--- src/sv/mts_pkg.sv ---
package mts_pkg;

  typedef enum logic [1:0] {
    ST_DONE      = 2'd0,
    ST_POP_EMPTY = 2'd1,
    ST_PUSH_FULL = 2'd2
  } status_t;

  localparam logic ACT_PUSH = 1'b0;
  localparam logic ACT_POP  = 1'b1;

  typedef enum logic {
    S_IDLE,
    S_POP_WAIT
  } ctrl_state_t;

  // controller -> datapath
  typedef struct packed {
    logic    push;
    logic    pop;
    logic    load_top;
    logic    capture;
    status_t status;
  } dp_cmd_t;

  // datapath -> controller
  typedef struct packed {
    logic full;
    logic empty;
    logic one;
  } dp_sts_t;

endpackage

--- src/sv/mts_datapath.sv ---
module mts_datapath import mts_pkg::*; #(
  parameter int STACK_DEPTH = 64,
  localparam int CNT_W = $clog2(STACK_DEPTH + 1),
  localparam int AW = $clog2(STACK_DEPTH)
) (
  input  logic                clk,
  input  logic                rst_n,
  input  dp_cmd_t             cmd,
  input  logic signed [31:0]  in_push_value,
  output dp_sts_t             sts,
  output logic signed [31:0]  out_top_value,
  output logic signed [31:0]  out_min_value,
  output logic [CNT_W-1:0]    out_entry_count,
  output logic                out_is_empty,
  output logic [1:0]          out_status
);

  // each word: {value, running minimum}
  logic [63:0]        mem [STACK_DEPTH];
  logic [63:0]        rd_data_r;
  logic [CNT_W-1:0]   cnt_r, cnt_nxt;
  logic signed [31:0] top_val_r, top_val_nxt;
  logic signed [31:0] top_min_r, top_min_nxt;
  logic [CNT_W-1:0]   rd_ptr;

  logic signed [31:0] res_top_r, res_min_r;
  logic [CNT_W-1:0]   res_cnt_r;
  logic               res_empty_r;
  status_t            res_status_r;

  assign rd_ptr = cnt_r - CNT_W'(2);

  always_comb begin
    cnt_nxt     = cnt_r;
    top_val_nxt = top_val_r;
    top_min_nxt = top_min_r;
    if (cmd.push) begin
      cnt_nxt     = cnt_r + CNT_W'(1);
      top_val_nxt = in_push_value;
      top_min_nxt = (cnt_r != '0 && top_min_r < in_push_value) ? top_min_r : in_push_value;
    end
    if (cmd.pop) begin
      cnt_nxt = cnt_r - CNT_W'(1);
    end
    if (cmd.load_top) begin
      top_val_nxt = rd_data_r[63:32];
      top_min_nxt = rd_data_r[31:0];
    end
  end

  always_ff @(posedge clk) begin
    if (!rst_n) begin
      cnt_r <= '0;
    end else begin
      cnt_r <= cnt_nxt;
    end
  end

  always_ff @(posedge clk) begin
    top_val_r <= top_val_nxt;
    top_min_r <= top_min_nxt;
  end

  always_ff @(posedge clk) begin
    if (cmd.push) begin
      mem[cnt_r[AW-1:0]] <= {top_val_nxt, top_min_nxt};
    end
    rd_data_r <= mem[rd_ptr[AW-1:0]];
  end

  always_ff @(posedge clk) begin
    if (cmd.capture) begin
      res_top_r    <= (cnt_nxt != '0) ? top_val_nxt : '0;
      res_min_r    <= (cnt_nxt != '0) ? top_min_nxt : '0;
      res_cnt_r    <= cnt_nxt;
      res_empty_r  <= (cnt_nxt == '0);
      res_status_r <= cmd.status;
    end
  end

  assign sts.full  = (cnt_r == CNT_W'(STACK_DEPTH));
  assign sts.empty = (cnt_r == '0);
  assign sts.one   = (cnt_r == CNT_W'(1));

  assign out_top_value   = res_top_r;
  assign out_min_value   = res_min_r;
  assign out_entry_count = res_cnt_r;
  assign out_is_empty    = res_empty_r;
  assign out_status      = res_status_r;

  a_cnt_bound: assert property (@(posedge clk) disable iff (!rst_n)
    cnt_r <= CNT_W'(STACK_DEPTH))
    else $error("entry count beyond depth");

  a_min_le_top: assert property (@(posedge clk) disable iff (!rst_n)
    cnt_r != '0 |-> top_min_r <= top_val_r)
    else $error("running minimum above top value");

endmodule

--- src/sv/mts_ctrl.sv ---
module mts_ctrl import mts_pkg::*; (
  input  logic    clk,
  input  logic    rst_n,
  input  logic    in_valid,
  output logic    in_ready,
  input  logic    in_action,
  output logic    out_valid,
  input  logic    out_ready,
  input  dp_sts_t sts,
  output dp_cmd_t cmd
);

  ctrl_state_t state_r, state_nxt;
  logic        out_valid_r, out_valid_nxt;
  logic        in_fire;

  always_ff @(posedge clk) begin
    if (!rst_n) begin
      state_r     <= S_IDLE;
      out_valid_r <= 1'b0;
    end else begin
      state_r     <= state_nxt;
      out_valid_r <= out_valid_nxt;
    end
  end

  always_comb begin
    state_nxt    = state_r;
    cmd          = '0;
    cmd.status   = ST_DONE;
    in_ready     = 1'b0;
    unique case (state_r)
      S_IDLE: begin
        in_ready = !out_valid_r || out_ready;
        if (in_valid && in_ready) begin
          if (in_action == ACT_PUSH) begin
            cmd.capture = 1'b1;
            if (sts.full) cmd.status = ST_PUSH_FULL;
            else          cmd.push   = 1'b1;
          end else if (sts.empty) begin
            cmd.capture = 1'b1;
            cmd.status  = ST_POP_EMPTY;
          end else if (sts.one) begin
            cmd.pop     = 1'b1;
            cmd.capture = 1'b1;
          end else begin
            cmd.pop   = 1'b1;
            state_nxt = S_POP_WAIT;
          end
        end
      end
      S_POP_WAIT: begin
        cmd.load_top = 1'b1;
        cmd.capture  = 1'b1;
        state_nxt    = S_IDLE;
      end
      default: state_nxt = S_IDLE;
    endcase
  end

  assign in_fire = in_valid && in_ready;

  always_comb begin
    out_valid_nxt = out_valid_r;
    if (out_valid_r && out_ready) out_valid_nxt = 1'b0;
    if (cmd.capture)              out_valid_nxt = 1'b1;
  end

  assign out_valid = out_valid_r;

  a_wait_out_free: assert property (@(posedge clk) disable iff (!rst_n)
    state_r == S_POP_WAIT |-> !out_valid_r)
    else $error("pending result while pop read outstanding");

  a_no_overwrite: assert property (@(posedge clk) disable iff (!rst_n)
    cmd.capture |-> (!out_valid_r || out_ready))
    else $error("result register overwritten");

  a_deep_pop: assert property (@(posedge clk) disable iff (!rst_n)
    in_fire && in_action == ACT_POP && !sts.empty && !sts.one |=> state_r == S_POP_WAIT)
    else $error("pop of deep stack skipped read cycle");

endmodule

--- src/sv/min_tracking_stack.sv ---
// Signed 32-bit stack that also reports its minimum. Each input transaction
// pushes in_push_value (in_action = 0) or pops the top (in_action = 1), and
// yields exactly one result transaction giving the new top, the minimum, the
// entry count, an empty flag and a status (0 done, 1 pop on empty ignored,
// 2 push on full dropped). Top and minimum read 0 when empty. Every stored
// entry carries the running minimum of itself and all entries below it, so
// no rescan is ever needed. A push, a pop on empty or a pop that empties the
// stack is captured on acceptance; any other pop first passes S_POP_WAIT,
// as the new top comes from the entry RAM's registered read port. One
// transaction is in flight at a time; a new one is taken in the same cycle
// the previous result is collected. No clearing pass is needed after reset.
module min_tracking_stack import mts_pkg::*; #(
  parameter int STACK_DEPTH = 64,
  localparam int CNT_W = $clog2(STACK_DEPTH + 1)
) (
  input  logic               clk,
  input  logic               rst_n,
  // input transaction
  input  logic               in_valid,
  output logic               in_ready,
  input  logic               in_action,
  input  logic signed [31:0] in_push_value,
  // result transaction
  output logic               out_valid,
  input  logic               out_ready,
  output logic signed [31:0] out_top_value,
  output logic signed [31:0] out_min_value,
  output logic [CNT_W-1:0]   out_entry_count,
  output logic               out_is_empty,
  output logic [1:0]         out_status
);

  dp_cmd_t cmd;
  dp_sts_t sts;

  // Sequencer: decides push / pop / ignore and owns the result handshake.
  mts_ctrl u_ctrl (
    .clk       (clk),
    .rst_n     (rst_n),
    .in_valid  (in_valid),
    .in_ready  (in_ready),
    .in_action (in_action),
    .out_valid (out_valid),
    .out_ready (out_ready),
    .sts       (sts),
    .cmd       (cmd)
  );

  // Storage: top entry held in flops, full stack in RAM, result register.
  mts_datapath #(
    .STACK_DEPTH (STACK_DEPTH)
  ) u_dp (
    .clk             (clk),
    .rst_n           (rst_n),
    .cmd             (cmd),
    .in_push_value   (in_push_value),
    .sts             (sts),
    .out_top_value   (out_top_value),
    .out_min_value   (out_min_value),
    .out_entry_count (out_entry_count),
    .out_is_empty    (out_is_empty),
    .out_status      (out_status)
  );

endmodule
--- config.mk ---
export PLATFORM = sky130hd
export DESIGN_NAME = min_tracking_stack
export DESIGN_NICKNAME = d
export VERILOG_FILES = /design/src/sv/mts_pkg.sv /design/src/sv/mts_datapath.sv /design/src/sv/mts_ctrl.sv /design/src/sv/min_tracking_stack.sv
export SDC_FILE = /design/constraint.sdc
export NUM_CORES = 2
export LEC_CHECK = 0
export BUFFER_PORTS_ARGS = -buffer_cell sky130_fd_sc_hd__buf_2
export CAP_MARGIN = 20
export CORE_ASPECT_RATIO = 1.1
export CORE_MARGIN = 1.5
export CORE_UTILIZATION = 45
export DETAILED_ROUTE_END_ITERATION = 8
export GPL_TIMING_DRIVEN = 0
export PLACE_DENSITY_LB_ADDON = 0.3
export SETUP_SLACK_MARGIN = 0.05
export SLEW_MARGIN = 20
export SYNTH_ARGS = -nofsm -noshare
export SYNTH_HDL_FRONTEND = slang
export SYNTH_SLANG_ARGS = --single-unit
--- constraint.sdc ---
create_clock -name clk -period 13.94 [get_ports clk]
set_input_delay 2.788 -clock clk [delete_from_list [all_inputs] [get_ports clk]]
set_output_delay 2.788 -clock clk [all_outputs]
set_load 0.02 [all_outputs]
# Word-level counts from Yosys, hierarchy flattened
# Memory sizes are Yosys's and may differ from the RTL's. A register that Yosys moved wholly into a read port is not among the register bits.
# Cells that the tools add are included.
# totals
regBits,147
ram_bits,4096
in_bits,37
output_inout_bits,76
wordCells,61
n_memories,1
# op_classes
n_addsub,3
n_lt_le_gt_ge,1
n_eq_ne,2
mux,31
bitwise,2
reduce_logical,11
# memory_table
memory,words,word_bits,rd,rd_clocked_by_memory_dff,wr,line_no,text
u_dp.mem,64,64,1,1,1,mts_datapath.sv:19,logic [63:0] mem [STACK_DEPTH];
# op_table
op,n
$mux 32,5
$lt 32x32->1,1
$mux 1,17
$logic_not 7->1,2
$mux 7,2
$reduce_bool 7->1,2
$add 7x1->7 const B,1
$eq 7x1->1 const B,1
$eq 7x7->1 const B,1
$sub 7x1->7 const B,1
$mux 2,3
$mux 3,2
$sub 6x2->6 const B,1
$pmux 1 s2,2
$logic_and 1x1->1,3
$not 1->1,2
$reduce_bool 2->1,1
$reduce_or 2->1,1
$logic_not 1->1,1
$logic_or 1x1->1,1

# Longest topological paths before layout
# logic_depth
word_depth,8
ltp_mapped,16
depth_no_buf,9

# Modules after synthesis
# A second synthesis with hierarchy kept.
# unflattened
hier_cells,6564
area_unflattened_um2,163322.9
# by_module_without_submodules
mod,instances,cells_each,area_per_inst_um2,seq_area_each_um2
mts_datapath,1,6545,163172.7,127922.7
mts_ctrl,1,19,150.1,40.0

# Worst setup path before layout
# Ideal clock, no wire load.
# synth_path
path_kind,input port to flip-flop
start,in out_ready
end,mem u_dp.mem[0][35] (data pin)
setup_ns,0.715
t_arrival_ns,6.644
required_time_ns,13.225
path_slack_ns,6.581
stages,7
path_buffers,2
path_cell_list,nor2b_1 clkbuf_1 nor4b_2 nand2_1 buf_2 mux2i_1 o21ai_0
# synth_via
elab_chain_len,6
# synth_lines
element,line_no,text
"start, declared",min_tracking_stack.sv:25,"input logic out_ready,"
$logic_or 1x1->1,mts_ctrl.sv:34,in_ready = !out_valid_r || out_ready;
$logic_and 1x1->1,mts_ctrl.sv:35,if (in_valid && in_ready) begin
$mux 2,mts_ctrl.sv:35,
$mux 2,mts_ctrl.sv:32,unique case (state_r)
$mux 32,mts_datapath.sv:37,if (cmd.push) begin
$mux 32,mts_datapath.sv:45,if (cmd.load_top) begin
net u_dp.top_val_nxt[3],mts_datapath.sv:22,"logic signed [31:0] top_val_r, top_val_nxt;"
"end, declared",mts_datapath.sv:19,
# The timed path passes the listed nets, and every way through them passes these cells.

# Worst setup path after layout
# layout_path
start,in out_ready
end,out in_ready
# layout_via
elab_chain_len,2
# layout_lines
element,line_no,text
$logic_or 1x1->1,mts_ctrl.sv:34,
$mux 1,mts_ctrl.sv:32,
"end, declared",min_tracking_stack.sv:20,"output logic in_ready,"
# Every way passes these cells.

==> impl_results.rst <==
.. list-table::
   :header-rows: 1

   * - Metric
     - Value
   * - Result of the run
     - finished clean
   * - Yosys warns
     - 0
   * - Post-synth EDFFs
     - between 4k and 5k
   * - Commonest cells after routing, fill and taps aside
     - edfxtp_1 (4,170), mux4_2 (1,344), clkbuf_16 (411)
   * - Number of global-route vias before repair
     - between 70k and 80k
   * - Maximum Capacitance Violations
     - 0
   * - CTS hold repair buffers
     - 0
   * - Number of pins with negative max-slew slack in the final report
     - 0
   * - Req. time, crit path
     - 11,150 ps
   * - Detail-routed via count per cell
     - roughly 6.2
   * - Number of resized instances in the post-cts repair step
     - 0
   * - Sink count of the clock tree
     - about 4.3k
   * - Buffer type at the clock tree root
     - clkbuf_16
   * - Total detailed-routing wirelength
     - between 400,000 and 500,000 µm
   * - Core Region
     - 0.360 mm²
   * - Average wire length per cell after detail routing
     - about 36 µm
   * - Data arrival, critical path
     - about 4400 ps
   * - Part of the total power dissipated in the clock network
     - 0.276
   * - Wire length of the first global-routing pass
     - 624,000 µm
   * - Post-Syn Instances
     - approximately 6.6k
   * - Post-route antenna net violation count
     - 0
   * - Ordered cell list for the critical path
     - buf_2 > nor2b_1 > clkbuf_1 > nor2_1 > buf_2
   * - Number of endpoints with negative hold slack in the final report
     - 0
   * - Placer's final routability congestion estimate
     - approximately 0.9
   * - Most common cell after layout, fill and taps aside
     - edfxtp_1
   * - Synth area leaders
     - edfxtp_1 (77%), mux4_2 (19%), dfxtp_1 (1.7%)
   * - Clock transition at the registers of the reported paths
     - 70 ps
   * - Least setup slack across all paths after layout
     - approximately 6700 ps
   * - Share of power burned in registers
     - 0.421
   * - Post-CTS setup buffers
     - 0
   * - Portion of the clock cycle consumed by the worst path in the final layout
     - 0.518
   * - Clock tree from TritonCTS
     - built
   * - Type of the worst setup path
     - in2out
   * - Logic gate share of total power
     - 0.303
   * - DIE HEIGHT
     - 634 µm
   * - Fraction of the yosys area taken by sequential cells
     - 0.784
   * - Proportion of synthesized flip-flops having asynchronous set or reset
     - 0
   * - TritonCTS Buffers
     - 408
   * - Number of levels the H-tree was split into
     - 5
   * - Post-synth design cell area
     - between 0.15 and 0.2 mm²
   * - Length of the first detailed-routing pass in iterations
     - 8
   * - Static leakage power
     - just under 60 nW
   * - Die Width
     - just under 600 µm
   * - Number of distinct library cells after synthesis
     - 50
   * - Iter 0 DRT Violations
     - 10.7k
   * - Slew at the pin with the worst max-slew slack
     - around 1300 ps
   * - Post-route clock skew
     - about 76 ps
   * - Total gr overflow
     - 0
   * - Count of input and output buffers
     - around 110
   * - Count of placed standard cells including taps
     - about 12k
   * - Class of the worst hold path
     - reg2reg
   * - Pin count of the biggest net entering global routing
     - between 40 and 50
   * - RSZ-0062 raised after global routing
     - no
   * - Rel. slew slack
     - 0.125
   * - Number of antenna violations at the first check in global routing
     - 38
   * - Syn_area_per_cell
     - approximately 25 µm²
   * - Number of cells on the worst hold path
     - 2
   * - Via count
     - about 78k
   * - Clock insertion delay at the later pin of the skew report
     - 1000 ps
   * - Post-Place Worst Slack
     - between 6000 and 7000 ps
   * - Crit Path Max Fanout
     - 7
   * - Worst reg-to-reg path cell count
     - 13
   * - Library cell contributing the largest single delay on the critical path
     - clkbuf_1
   * - Detailed-placement wirelength estimate
     - 323,000 µm
   * - Area share of the largest cell type after synthesis
     - 0.768
   * - Area Growth Syn to Fin
     - 18.5%
   * - Ratio of cells with drive above 1 in the final layout
     - 0.354
   * - Crit path time final
     - just over 7000 ps
   * - Number of filler cells placed in the layout
     - ~26k
   * - Total I/O pin count
     - 113
   * - CP dominant cell by count
     - buf_2
   * - Int Power
     - around 28 mW
   * - Residual DRC
     - 0
   * - Area of the die
     - about 0.37 mm²
   * - Endpoint kind of the worst setup timing path
     - output port
   * - Final Non-Filler Cells
     - roughly 13k
   * - Maximum clock frequency
     - about 0.14 GHz
   * - Number of nets at the end of the flow
     - 7,524
   * - Worst IR drop on VDD
     - 0.153 mV
   * - Number of flip-flops and latches in the synthesized netlist
     - 4,307
   * - Post-synth top area cell
     - edfxtp_1
   * - Setup Viol. Count Final
     - 0
   * - Max clock buf depth
     - 4
   * - Total global-route track usage
     - 0.248
   * - Starting density of the core
     - 0.453
   * - Net Sw Frac
     - 0.311
   * - Startpoint types
     - primary input
   * - PwrDens
     - 211 mW/mm²
   * - Final-layout setup total negative slack
     - 0 ps
   * - Top FF cell, synth
     - edfxtp_1
   * - Net count after synthesis
     - ~6.6k
   * - Row cnt
     - 231
   * - Crit path largest cell delay
     - approximately 480 ps
   * - Reported net switching power
     - between 10 and 15 mW
logic make-up after synthesis:
family,Yosys count,synth area share
xor gates and xnor gates,7,0.000376
buffers and inverters,377,0.00967
muxes,1377,0.188
and+or+nand+nor,255,0.00786
adders and majority gates,39,0.00299
DFF,4307,0.784
AOI/OAI and AO/OA,199,0.00715
state kept, by name, indices dropped and copies added (netlist names):
| register | cells |
|---|---|
| u_dp.mem | 4096 |
| u_dp.out_entry_count | 7 |
| u_dp.out_is_empty | 1 |
| u_ctrl.state_r | 1 |
| u_dp.out_top_value | 32 |
| u_dp.out_status | 2 |
| u_dp.cnt_r | 7 |
| u_dp.top_min_r | 32 |
| u_dp.rd_data_r | 64 |
| u_dp.top_val_r | 32 |
| u_ctrl.out_valid | 1 |
| u_dp.out_min_value | 32 |
cell type report:
type | instances | area, µm² | share of cell area
multi-input cells | 1877 | 35000 | 0.181
inverters | 35 | 131 | 0.000680
clock inverters | 258 | 2650 | 0.0137
clock buffers | 508 | 10900 | 0.0566
flip-flops and latches | 4307 | 128000 | 0.662
repair buffers | 477 | 8970 | 0.0464
plain buffers | 342 | 1540 | 0.00795
diodes | 54 | 135 | 0.000699
well taps | 4776 | 5980 | 0.0309
power groups by stage:
stage / logic [mW] / registers [mW] / clock network, mW
after global routing: 12.9 / 17.1 / 11.8
after global placement: 10.7 / 18.0 / 0
after detailed placement: 12.3 / 17.4 / 0
final: 12.3 / 17.1 / 11.2
after CTS: 12.3 / 17.1 / 11.4
after floorplan: 6.46 / 17.8 / 0
worst paths after layout:
kind | start | endpoint | slack [ps]
worst max-delay path | out_ready | in_ready | 6720
worst min-delay path | u_dp.rd_data_r[61] | u_dp.top_val_r[29] | 670
worst max register to register | u_dp.cnt_r[1] | u_dp.out_min_value[31] | 6760
worst min register to register | u_dp.rd_data_r[61] | u_dp.top_val_r[29] | 670
cell usage after synthesis (3+ instances only):
library cell  instances
a211oi_1             35
a21oi_1              46
a31oi_1              34
and2_1                8
buf_1                44
buf_2                85
buf_6                 7
clkbuf_1            205
dfxtp_1             137
edfxtp_1           4170
ha_1                 39
inv_1                35
mux2i_1              33
mux4_2             1344
nand2_1              61
nand3_1               8
nand4_1               6
nor2_1               78
nor2b_1              69
nor3_1                3
nor4_1                4
o21ai_0              70
xnor2_1               6
per-layer routing:
layer	vias to the layer above	GRT usage	wire length, µm
met5	-	0	271
met4	12	0.137	26700
met3	863	0.0476	40900
met2	4262	0.413	228000
met1	42187	0.309	160000
li1	30382	-	-
worst max-delay path: cells and delay by family:
kind	cells	cell delay (ps)
buf+inv	3	840
simple gates	2	800
stage by stage:
stage               utilization  power [mW]  area, µm²  hold WS, ps
finish                    0.536        40.7     193000          674
global route              0.536        41.8     193000          714
CTS                       0.536        40.8     193000          674
detailed placement        0.498        29.7     179000          658
global placement          0.471        28.6     170000          645
floorplan                     -        24.2     163000          604
(Power assumes the default switching activity.)
